<file path="src/rtl/kmp_pkg.sv">
// Shared types and codes of the KMP first-match search block.
// Depends on nothing; imported by the store, the top level and the checker.
package kmp_pkg;

	localparam int CH_BITS = 8;

	localparam logic OP_PATTERN = 1'b0;
	localparam logic OP_TEXT    = 1'b1;

	typedef struct packed {
		logic p_we;
		logic f_we;
	} kmp_wr_t;

endpackage

</file>
<file path="src/rtl/kmp_store.sv">
// Pattern and failure-link memories, one write and one registered read port each.
// Depends on kmp_pkg.
module kmp_store #(
	parameter int AW = 6
) (
	input  logic                   clk,
	input  kmp_pkg::kmp_wr_t       wr,
	input  logic [AW-1:0]          p_waddr,
	input  logic [kmp_pkg::CH_BITS-1:0] p_wdata,
	input  logic [AW-1:0]          f_waddr,
	input  logic [AW-1:0]          f_wdata,
	input  logic [AW-1:0]          p_raddr,
	input  logic [AW-1:0]          f_raddr,
	output logic [kmp_pkg::CH_BITS-1:0] p_rdata,
	output logic [AW-1:0]          f_rdata
);
	import kmp_pkg::*;

	localparam int DEPTH = 1 << AW;

	logic [CH_BITS-1:0] p_mem [DEPTH];
	logic [AW-1:0]      f_mem [DEPTH];

	always_ff @(posedge clk) begin
		if (wr.p_we) begin
			p_mem[p_waddr] <= p_wdata;
		end
		p_rdata <= p_mem[p_raddr];
	end

	always_ff @(posedge clk) begin
		if (wr.f_we) begin
			f_mem[f_waddr] <= f_wdata;
		end
		f_rdata <= f_mem[f_raddr];
	end

endmodule

</file>
<file path="src/rtl/kmp_out.sv">
// Result output register with one pending slot behind it.
// Depends on nothing.
module kmp_out #(
	parameter int PW = 16
) (
	input  logic          clk,
	input  logic          arst_n,
	input  logic          push,
	input  logic          push_found,
	input  logic [PW-1:0] push_pos,
	output logic          full,
	output logic          out_valid,
	input  logic          out_ready,
	output logic          out_found,
	output logic [PW-1:0] out_pos
);

	logic          out_v_q;
	logic          out_found_q;
	logic [PW-1:0] out_pos_q;
	logic          pend_v_q;
	logic          pend_found_q;
	logic [PW-1:0] pend_pos_q;
	logic          advance;

	assign advance = !out_v_q || out_ready;

	always_ff @(posedge clk or negedge arst_n) begin
		if (!arst_n) begin
			out_v_q  <= 1'b0;
			pend_v_q <= 1'b0;
		end else if (advance) begin
			out_v_q  <= pend_v_q || push;
			pend_v_q <= pend_v_q && push;
		end else if (push) begin
			pend_v_q <= 1'b1;
		end
	end

	always_ff @(posedge clk) begin
		if (advance) begin
			if (pend_v_q) begin
				out_found_q  <= pend_found_q;
				out_pos_q    <= pend_pos_q;
				pend_found_q <= push_found;
				pend_pos_q   <= push_pos;
			end else begin
				out_found_q <= push_found;
				out_pos_q   <= push_pos;
			end
		end else if (push) begin
			pend_found_q <= push_found;
			pend_pos_q   <= push_pos;
		end
	end

	assign full      = pend_v_q;
	assign out_valid = out_v_q;
	assign out_found = out_found_q;
	assign out_pos   = out_pos_q;

endmodule

</file>
<file path="src/rtl/kmp_first_match_search.sv">
// Top level of the KMP first-match search block: control sequencer and failure-link walk.
// Depends on kmp_pkg, kmp_store and kmp_out.
//
// Input channel s_*: s_tuser selects a pattern byte or a text byte, s_tdata carries the
// byte and s_tlast marks the final byte of a pattern or of a text. Pattern bytes are
// written into the pattern memory as they arrive and the failure table grows with them.
// Output channel m_*: one transaction per text, m_tuser is set when a match was found
// and m_tdata holds its start position, or clear with zero data when the text ended
// without a match.
// Flow: the first byte of a pattern, a dropped pattern byte and a text byte after the
// match or against an empty pattern are taken without a walk. Any other byte enters the
// walk state, which follows failure links; each link is one read of the pattern and
// failure memories, whose read ports are registered. A result is registered in the
// output stage before it reaches m_tvalid.
// Reset leaves an empty pattern in loading mode; the memories are not cleared.
// When the receiver stalls, one result waits in the output register and one more in a
// pending slot; while that slot is occupied s_tready is held low.
module kmp_first_match_search #(
	parameter int PATTERN_MAX   = 64,
	parameter int POSITION_BITS = 16
) (
	input  logic                                 clk,
	input  logic                                 arst_n,
	input  logic                                 s_tvalid,
	output logic                                 s_tready,
	input  logic [kmp_pkg::CH_BITS-1:0]          s_tdata,  // ch
	input  logic                                 s_tuser,  // op
	input  logic                                 s_tlast,
	output logic                                 m_tvalid,
	input  logic                                 m_tready,
	output logic [((POSITION_BITS+7)/8)*8-1:0]   m_tdata,  // position
	output logic                                 m_tuser   // found
);
	import kmp_pkg::*;

	localparam int AW = $clog2(PATTERN_MAX);
	localparam int LW = $clog2(PATTERN_MAX + 1);
	localparam int PW = POSITION_BITS;
	localparam int DW = ((POSITION_BITS + 7) / 8) * 8;
	localparam int CW = ((PW > LW) ? PW : LW) + 1;

	localparam logic ST_IDLE = 1'b0;
	localparam logic ST_WALK = 1'b1;

	logic          state_q;
	logic [LW-1:0] len_q;
	logic [AW-1:0] match_q;
	logic [PW-1:0] count_q;
	logic          done_q;
	logic          loading_q;
	logic [AW-1:0] last_fail_q;
	logic [AW-1:0] k_q;
	logic [CH_BITS-1:0] key_q;
	logic          mode_q;
	logic          tlast_q;

	logic          acc;
	logic          out_full;
	logic [LW-1:0] load_i;
	logic          load_full;
	logic          text_go;
	logic [AW-1:0] j_init;
	logic [AW-1:0] k_init;
	logic [AW-1:0] rd_addr;
	logic [CH_BITS-1:0] p_rdata;
	logic [AW-1:0] f_rdata;
	kmp_wr_t       wr;
	logic [AW-1:0] f_waddr;
	logic [AW-1:0] f_wdata;
	logic          eq;
	logic          walk_fin;
	logic [LW-1:0] kf;
	logic          full_m;
	logic          exact;
	logic          found_now;
	logic [AW-1:0] j_new;
	logic [PW-1:0] pos_calc;
	logic          push;
	logic          push_found;
	logic [PW-1:0] push_pos;
	logic [PW-1:0] out_pos;

	assign s_tready  = (state_q == ST_IDLE) && !out_full;
	assign acc       = s_tvalid && s_tready;
	assign load_i    = loading_q ? len_q : '0;
	assign load_full = load_i >= LW'(PATTERN_MAX);
	assign text_go   = !done_q && (len_q != '0);
	assign j_init    = (LW'(match_q) >= len_q) ? '0 : match_q;
	assign k_init    = (s_tuser == OP_TEXT) ? j_init : last_fail_q;
	assign rd_addr   = (state_q == ST_WALK) ? f_rdata : k_init;

	assign eq        = p_rdata == key_q;
	assign walk_fin  = (state_q == ST_WALK) && !((k_q != '0) && !eq);
	assign kf        = LW'(k_q) + LW'(eq);
	assign full_m    = kf >= len_q;
	assign exact     = count_q != '1;
	assign found_now = full_m && exact;
	assign j_new     = full_m ? (exact ? '0 : last_fail_q) : kf[AW-1:0];
	assign pos_calc  = PW'(CW'(count_q) + CW'(1) - CW'(len_q));

	always_comb begin
		wr.p_we = acc && (s_tuser == OP_PATTERN) && !load_full;
		wr.f_we = (wr.p_we && (load_i == '0)) || (walk_fin && (mode_q == OP_PATTERN));
		f_waddr = (state_q == ST_WALK) ? len_q[AW-1:0] : '0;
		f_wdata = (state_q == ST_WALK) ? kf[AW-1:0] : '0;
	end

	always_comb begin
		push       = 1'b0;
		push_found = 1'b0;
		push_pos   = '0;
		if (walk_fin && (mode_q == OP_TEXT)) begin
			push       = found_now || tlast_q;
			push_found = found_now;
			push_pos   = found_now ? pos_calc : '0;
		end else if (acc && (s_tuser == OP_TEXT) && !text_go && s_tlast) begin
			push = !done_q;
		end
	end

	always_ff @(posedge clk or negedge arst_n) begin
		if (!arst_n) begin
			state_q     <= ST_IDLE;
			len_q       <= '0;
			match_q     <= '0;
			count_q     <= '0;
			done_q      <= 1'b0;
			loading_q   <= 1'b1;
			last_fail_q <= '0;
		end else begin
			unique case (state_q)
				ST_IDLE: begin
					if (acc && (s_tuser == OP_PATTERN)) begin
						if (!loading_q) begin
							match_q <= '0;
							count_q <= '0;
							done_q  <= 1'b0;
						end
						loading_q <= !(s_tlast && (load_full || (load_i == '0)));
						if (!load_full) begin
							if (load_i == '0) begin
								last_fail_q <= '0;
								len_q       <= LW'(1);
							end else begin
								state_q <= ST_WALK;
							end
						end
					end else if (acc) begin
						loading_q <= 1'b0;
						if (text_go) begin
							state_q <= ST_WALK;
						end else if (s_tlast) begin
							match_q <= '0;
							count_q <= '0;
							done_q  <= 1'b0;
						end
					end
				end
				ST_WALK: begin
					if (walk_fin) begin
						state_q <= ST_IDLE;
						if (mode_q == OP_PATTERN) begin
							last_fail_q <= kf[AW-1:0];
							len_q       <= len_q + LW'(1);
							if (tlast_q) begin
								loading_q <= 1'b0;
							end
						end else if (tlast_q) begin
							match_q <= '0;
							count_q <= '0;
							done_q  <= 1'b0;
						end else begin
							match_q <= j_new;
							done_q  <= found_now;
							if (exact) begin
								count_q <= count_q + PW'(1);
							end
						end
					end
				end
				default: begin
					state_q <= ST_IDLE;
				end
			endcase
		end
	end

	always_ff @(posedge clk) begin
		if (state_q == ST_WALK) begin
			k_q <= f_rdata;
		end else if (acc) begin
			k_q     <= k_init;
			key_q   <= s_tdata;
			mode_q  <= s_tuser;
			tlast_q <= s_tlast;
		end
	end

	kmp_store #(
		.AW(AW)
	) u_store (
		.clk    (clk),
		.wr     (wr),
		.p_waddr(load_i[AW-1:0]),
		.p_wdata(s_tdata),
		.f_waddr(f_waddr),
		.f_wdata(f_wdata),
		.p_raddr(rd_addr),
		.f_raddr(rd_addr - AW'(1)),
		.p_rdata(p_rdata),
		.f_rdata(f_rdata)
	);

	kmp_out #(
		.PW(PW)
	) u_out (
		.clk       (clk),
		.arst_n    (arst_n),
		.push      (push),
		.push_found(push_found),
		.push_pos  (push_pos),
		.full      (out_full),
		.out_valid (m_tvalid),
		.out_ready (m_tready),
		.out_found (m_tuser),
		.out_pos   (out_pos)
	);

	assign m_tdata = DW'(out_pos);

endmodule

</file>
<file path="config.mk">
export PLATFORM = sky130hd
export DESIGN_NAME = kmp_first_match_search
export DESIGN_NICKNAME = d
export VERILOG_FILES = /design/src/rtl/kmp_pkg.sv /design/src/rtl/kmp_store.sv /design/src/rtl/kmp_out.sv /design/src/rtl/kmp_first_match_search.sv
export SDC_FILE = /design/constraint.sdc
export NUM_CORES = 1
export LEC_CHECK = 0
export BUFFER_PORTS_ARGS = -buffer_cell sky130_fd_sc_hd__buf_2
export CORE_MARGIN = 2
export CORE_UTILIZATION = 60
export CTS_CLUSTER_DIAMETER = 120
export DETAILED_ROUTE_END_ITERATION = 12
export PLACE_DENSITY = 0.79
export SYNTH_ARGS = -nofsm -noshare
export SYNTH_HDL_FRONTEND = slang
export SYNTH_HIERARCHICAL = 1
export SYNTH_SLANG_ARGS = --single-unit
</file>
<file path="constraint.sdc">
create_clock -name clk -period 8.6 [get_ports clk]
set_input_delay 1.29 -clock clk [delete_from_list [all_inputs] [get_ports clk]]
set_output_delay 1.29 -clock clk [all_outputs]
set_load 0.01 [all_outputs]
</file>
==> impl_metrics.xml <==
<?xml version="1.0" encoding="UTF-8"?>
<metrics>
  <group name="synth">
    <metric name="postSynthNetCount" unit="">2232</metric>
    <metric name="post_synth_main_area_contributors" unit="">edfxtp_1, mux4_2, dfrtp_1</metric>
    <metric name="post_synth_top_flop" unit="">edfxtp_1</metric>
    <metric name="yosysWarningCount" unit="">6</metric>
    <metric name="netlist_area" unit="µm²">40900</metric>
    <metric name="synthMostInstantiatedCell" unit="">edfxtp_1</metric>
    <metric name="synth-edff-count" unit="">946</metric>
    <metric name="post_synth_inst_count" unit="">2169</metric>
    <metric name="syn-mean-instance-area" unit="µm²">18.8</metric>
    <metric name="post-synth-top-area-fraction" unit="%">69.5</metric>
    <metric name="ys_types" unit="">78</metric>
    <metric name="yosys-top-cells-count" unit="">edfxtp_1, mux4_2, nor2_1</metric>
    <metric name="synth_largest_area_cell" unit="">edfxtp_1</metric>
    <metric name="synth_sequential_area_ratio" unit="%">72.6</metric>
    <metric name="ys_ff_latch" unit="">1000</metric>
    <metric name="ys_async_sr_fraction" unit="%">4.00</metric>
  </group>
  <group name="global_routing">
    <metric name="grtUsageTotal" unit="%">25.8</metric>
    <metric name="grt_start_max_net_pins" unit="">122</metric>
    <metric name="global_route_wire_length_before_repair" unit="mm">135</metric>
    <metric name="globalRoute.totalOverflow" unit="">0</metric>
    <metric name="grt_pass1_vias" unit="">21500</metric>
    <metric name="antenna_found_initial" unit="">2</metric>
  </group>
  <group name="die">
    <metric name="design.die.area" unit="µm²">70200</metric>
    <metric name="die_w" unit="µm">265</metric>
    <metric name="floorplan.core_area" unit="µm²">67300</metric>
    <metric name="die_height" unit="µm">265</metric>
    <metric name="rows" unit="">95</metric>
    <metric name="num_io_pins" unit="">33</metric>
    <metric name="floorplan.initialDensity" unit="%">60.8</metric>
  </group>
  <group name="clocking">
    <metric name="htree_levels" unit="">3</metric>
    <metric name="cts.root.buffer_cell" unit="">clkbuf_16</metric>
    <metric name="cts_tree" unit="">done</metric>
    <metric name="clk_pin_slew_worst_paths" unit="ns">0.06</metric>
    <metric name="cts_buffers" unit="">98</metric>
    <metric name="post-cts-setup-buffer-count" unit="">0</metric>
    <metric name="clock_sinks" unit="">1000</metric>
    <metric name="post_cts_resize_count" unit="">0</metric>
    <metric name="cts_max_path_buffers" unit="">3</metric>
    <metric name="postCtsHoldBufs" unit="">0</metric>
    <metric name="clk_latency" unit="ns">0.67</metric>
  </group>
  <group name="worst_setup_path">
    <metric name="setup.worst_path.class" unit="">reg2reg</metric>
    <metric name="worst_path_dominant_cell_family" unit="">compound AO/OA/AOI/OAI gates</metric>
    <metric name="worst-path-buf-inv" unit="">3</metric>
    <metric name="worst_ep_arrival_time" unit="ns">5.79</metric>
    <metric name="critical_path_required" unit="ns">9.12</metric>
    <metric name="worst_path_max_delay_cell" unit="">inv_4</metric>
    <metric name="crit_chain" unit="">inv_1, ha_1, a21oi_1, o2bb2ai_1, a211oi_1, o31a_2, inv_4, ha_1, inv_4, mux4_2, mux2_2, a221oi_1, o31ai_1</metric>
    <metric name="crit_path_max_incr_delay" unit="ns">0.76</metric>
    <metric name="timing.critical_path.fanout_max" unit="">74</metric>
    <metric name="worst_setup_path_end_kind" unit="">flip-flop</metric>
    <metric name="cp-start-kind" unit="">flip-flop</metric>
  </group>
  <group name="job">
    <metric name="max_cap_violations" unit="">0</metric>
  </group>
  <group name="power">
    <metric name="vdd_ir_drop_max" unit="µV">470</metric>
    <metric name="p_leak" unit="nW">14.5</metric>
    <metric name="power_frac_comb" unit="%">39.8</metric>
    <metric name="p_switching" unit="mW">5.85</metric>
    <metric name="p_sw_share" unit="%">35.1</metric>
    <metric name="share_clk_of_total_power" unit="%">24.8</metric>
    <metric name="p_int" unit="mW">10.8</metric>
    <metric name="powerDensity" unit="nW/µm²">372</metric>
    <metric name="total_design_power" unit="mW">16.7</metric>
    <metric name="power_frac_seq" unit="%">35.4</metric>
  </group>
  <group name="timing">
    <metric name="final-max-slew-violation-count" unit="">0</metric>
    <metric name="report.final.hold_viol_count" unit="">0</metric>
    <metric name="setup-violations-final" unit="">0</metric>
    <metric name="timing.final.crit_period" unit="ns">5.28</metric>
    <metric name="fin_setup_tns" unit="ns">0</metric>
    <metric name="worst_slew_margin_rel" unit="%">13.7</metric>
    <metric name="post-route-period-util" unit="%">61.4</metric>
    <metric name="timing.fmax" unit="MHz">190</metric>
    <metric name="clock-skew-final" unit="ns">0.0514</metric>
    <metric name="max_slew.worst_pin.slew" unit="ns">1.29</metric>
    <metric name="grt_setup_unrepaired" unit="">false</metric>
  </group>
  <group name="route">
    <metric name="drt_drc_violations_left" unit="">0</metric>
    <metric name="route.final.wire_length" unit="mm">89.1</metric>
    <metric name="drt-vias-per-instance" unit="">6.69</metric>
    <metric name="first_iter_violations" unit="">2824</metric>
    <metric name="ant_nets" unit="">0</metric>
    <metric name="vias" unit="">21300</metric>
    <metric name="wl_per_cell" unit="µm">28.0</metric>
    <metric name="dr.pass1.iters" unit="">5</metric>
  </group>
  <group name="outcome">
    <metric name="status" unit="">complete, no violations</metric>
  </group>
  <group name="final_layout">
    <metric name="final_nets" unit="">2286</metric>
    <metric name="fin_util" unit="%">66.8</metric>
    <metric name="areaGrowthSynthToFinish" unit="%">9.92</metric>
    <metric name="drive_above_1_share" unit="%">21.6</metric>
  </group>
  <group name="place">
    <metric name="buffer_ports.inserted" unit="">32</metric>
    <metric name="routabilityCongestion" unit="">0.887</metric>
    <metric name="detailedPlacementHpwl" unit="mm">52.7</metric>
  </group>
  <group name="min_path">
    <metric name="hold_path_class" unit="">reg2reg</metric>
  </group>
</metrics>
-- final cells by class --
cell class                 instances  area, µm²
fill                            4133      22300
multi-input combinational       1026      10500
antenna                            1       2.50
tap                              873       1090
sequential                      1000      29700
inverter                          41        164
clock buffer                     116       2530
timing repair buffer              56        353
clock inverter                    66        602
-- routing by layer --
metal | share of wire [%] | vias to the layer above | track usage [%]
met2 | 50 | 1154 | 42.1
met5 | 0.015 | - | 0
li1 | - | 8899 | -
met4 | 3.2 | 2 | 8.86
met1 | 38 | 11000 | 35.6
met3 | 8.9 | 215 | 4.91
-- per-stage QoR --
stage	cell area [µm²]	hold slack [ns]	setup slack (ns)	cells
floorplan	40900	0.454	4.68	2169
global placement	41800	0.484	3.03	2996
detailed placement	41800	0.501	3.01	2996
CTS	44900	0.514	3.28	3178
global route	44900	0.529	3.02	3178
finish	44900	0.521	3.32	3179
-- power groups by stage --
stage	Sequential (mW)	Combinational (mW)	Clock (mW)
after global routing	5.92	7.03	4.38
final	5.91	6.65	4.13
after global placement	6.00	6.41	0
after floorplan	5.96	4.83	0
after CTS	5.91	6.64	4.19
after detailed placement	6.01	6.53	0
-- state kept, by name, summed over array words and instances (netlist names), 6 cells and up --
| register | count |
|---|---|
| u_store/p_mem | 512 |
| u_store/f_mem | 384 |
| count_q | 16 |
| u_out/out_pos | 16 |
| u_out/pend_pos_q | 16 |
| key_q | 8 |
| u_store/p_rdata | 8 |
| len_q | 7 |
| k_q | 6 |
| last_fail_q | 6 |
| match_q | 6 |
| u_store/f_rdata | 6 |
-- worst reg2reg max path: stages, from the launching register on --
cell and delay [ns]:
dfrtp_1 0.40, inv_1 0.17, ha_1 0.34, a21oi_1 0.07, o2bb2ai_1 0.24, a211oi_1 0.09
o31a_2 0.39, inv_4 0.63, ha_1 0.42, inv_4 0.76, mux4_2 0.48, mux2_2 0.29
a221oi_1 0.71, o31ai_1 0.14
-- worst paths after layout --
path / slack (ns) / start / cells after the start / endpoint
max: 3.32 / len_q[4]$_DFFE_PN0P_ / 13 / u_store/f_rdata[2]$_DFF_P_
min: 0.52 / match_q[0]$_DFFE_PN0P_ / 2 / match_q[0]$_DFFE_PN0P_
max reg2reg: 3.32 / len_q[4]$_DFFE_PN0P_ / 13 / u_store/f_rdata[2]$_DFF_P_
min reg2reg: 0.52 / match_q[0]$_DFFE_PN0P_ / 2 / match_q[0]$_DFFE_PN0P_
max in group asynchronous: 7.18 / arst_n / 1 / count_q[1]$_DFFE_PN0P_
min in group asynchronous: 0.77 / arst_n / 1 / u_out/out_valid$_DFFE_PN0P_
-- cell families (layout without fill, tap and decap cells) --
family | count (synthesis) | after routing | share of synthesized area (%)
mux | 319 | 319 | 14.7
buf+inv | 143 | 279 | 1.88
flops | 1000 | 1000 | 72.6
other cells | 0 | 1 | 0
simple gates | 401 | 401 | 4.65
compound gates | 227 | 227 | 4.00
xor+xnor | 29 | 29 | 0.621
fa+ha+maj | 50 | 50 | 1.54
-- cell usage in the layout (no fill, tap or decap), drive strengths merged, types with 39 or more instances in the layout --
cell type / Yosys / routed
clkbuf: 33 / 116
dfrtp: 39 / 39
edfxtp: 946 / 946
mux2: 51 / 51
mux4: 219 / 219
inv: 41 / 44
mux2i: 49 / 49
nand2: 60 / 60
buf: 69 / 56
clkinv: 0 / 52
o21ai: 55 / 55
nor2: 180 / 180
ha: 48 / 48
nor2b: 42 / 42
(Power assumes the default switching activity.)
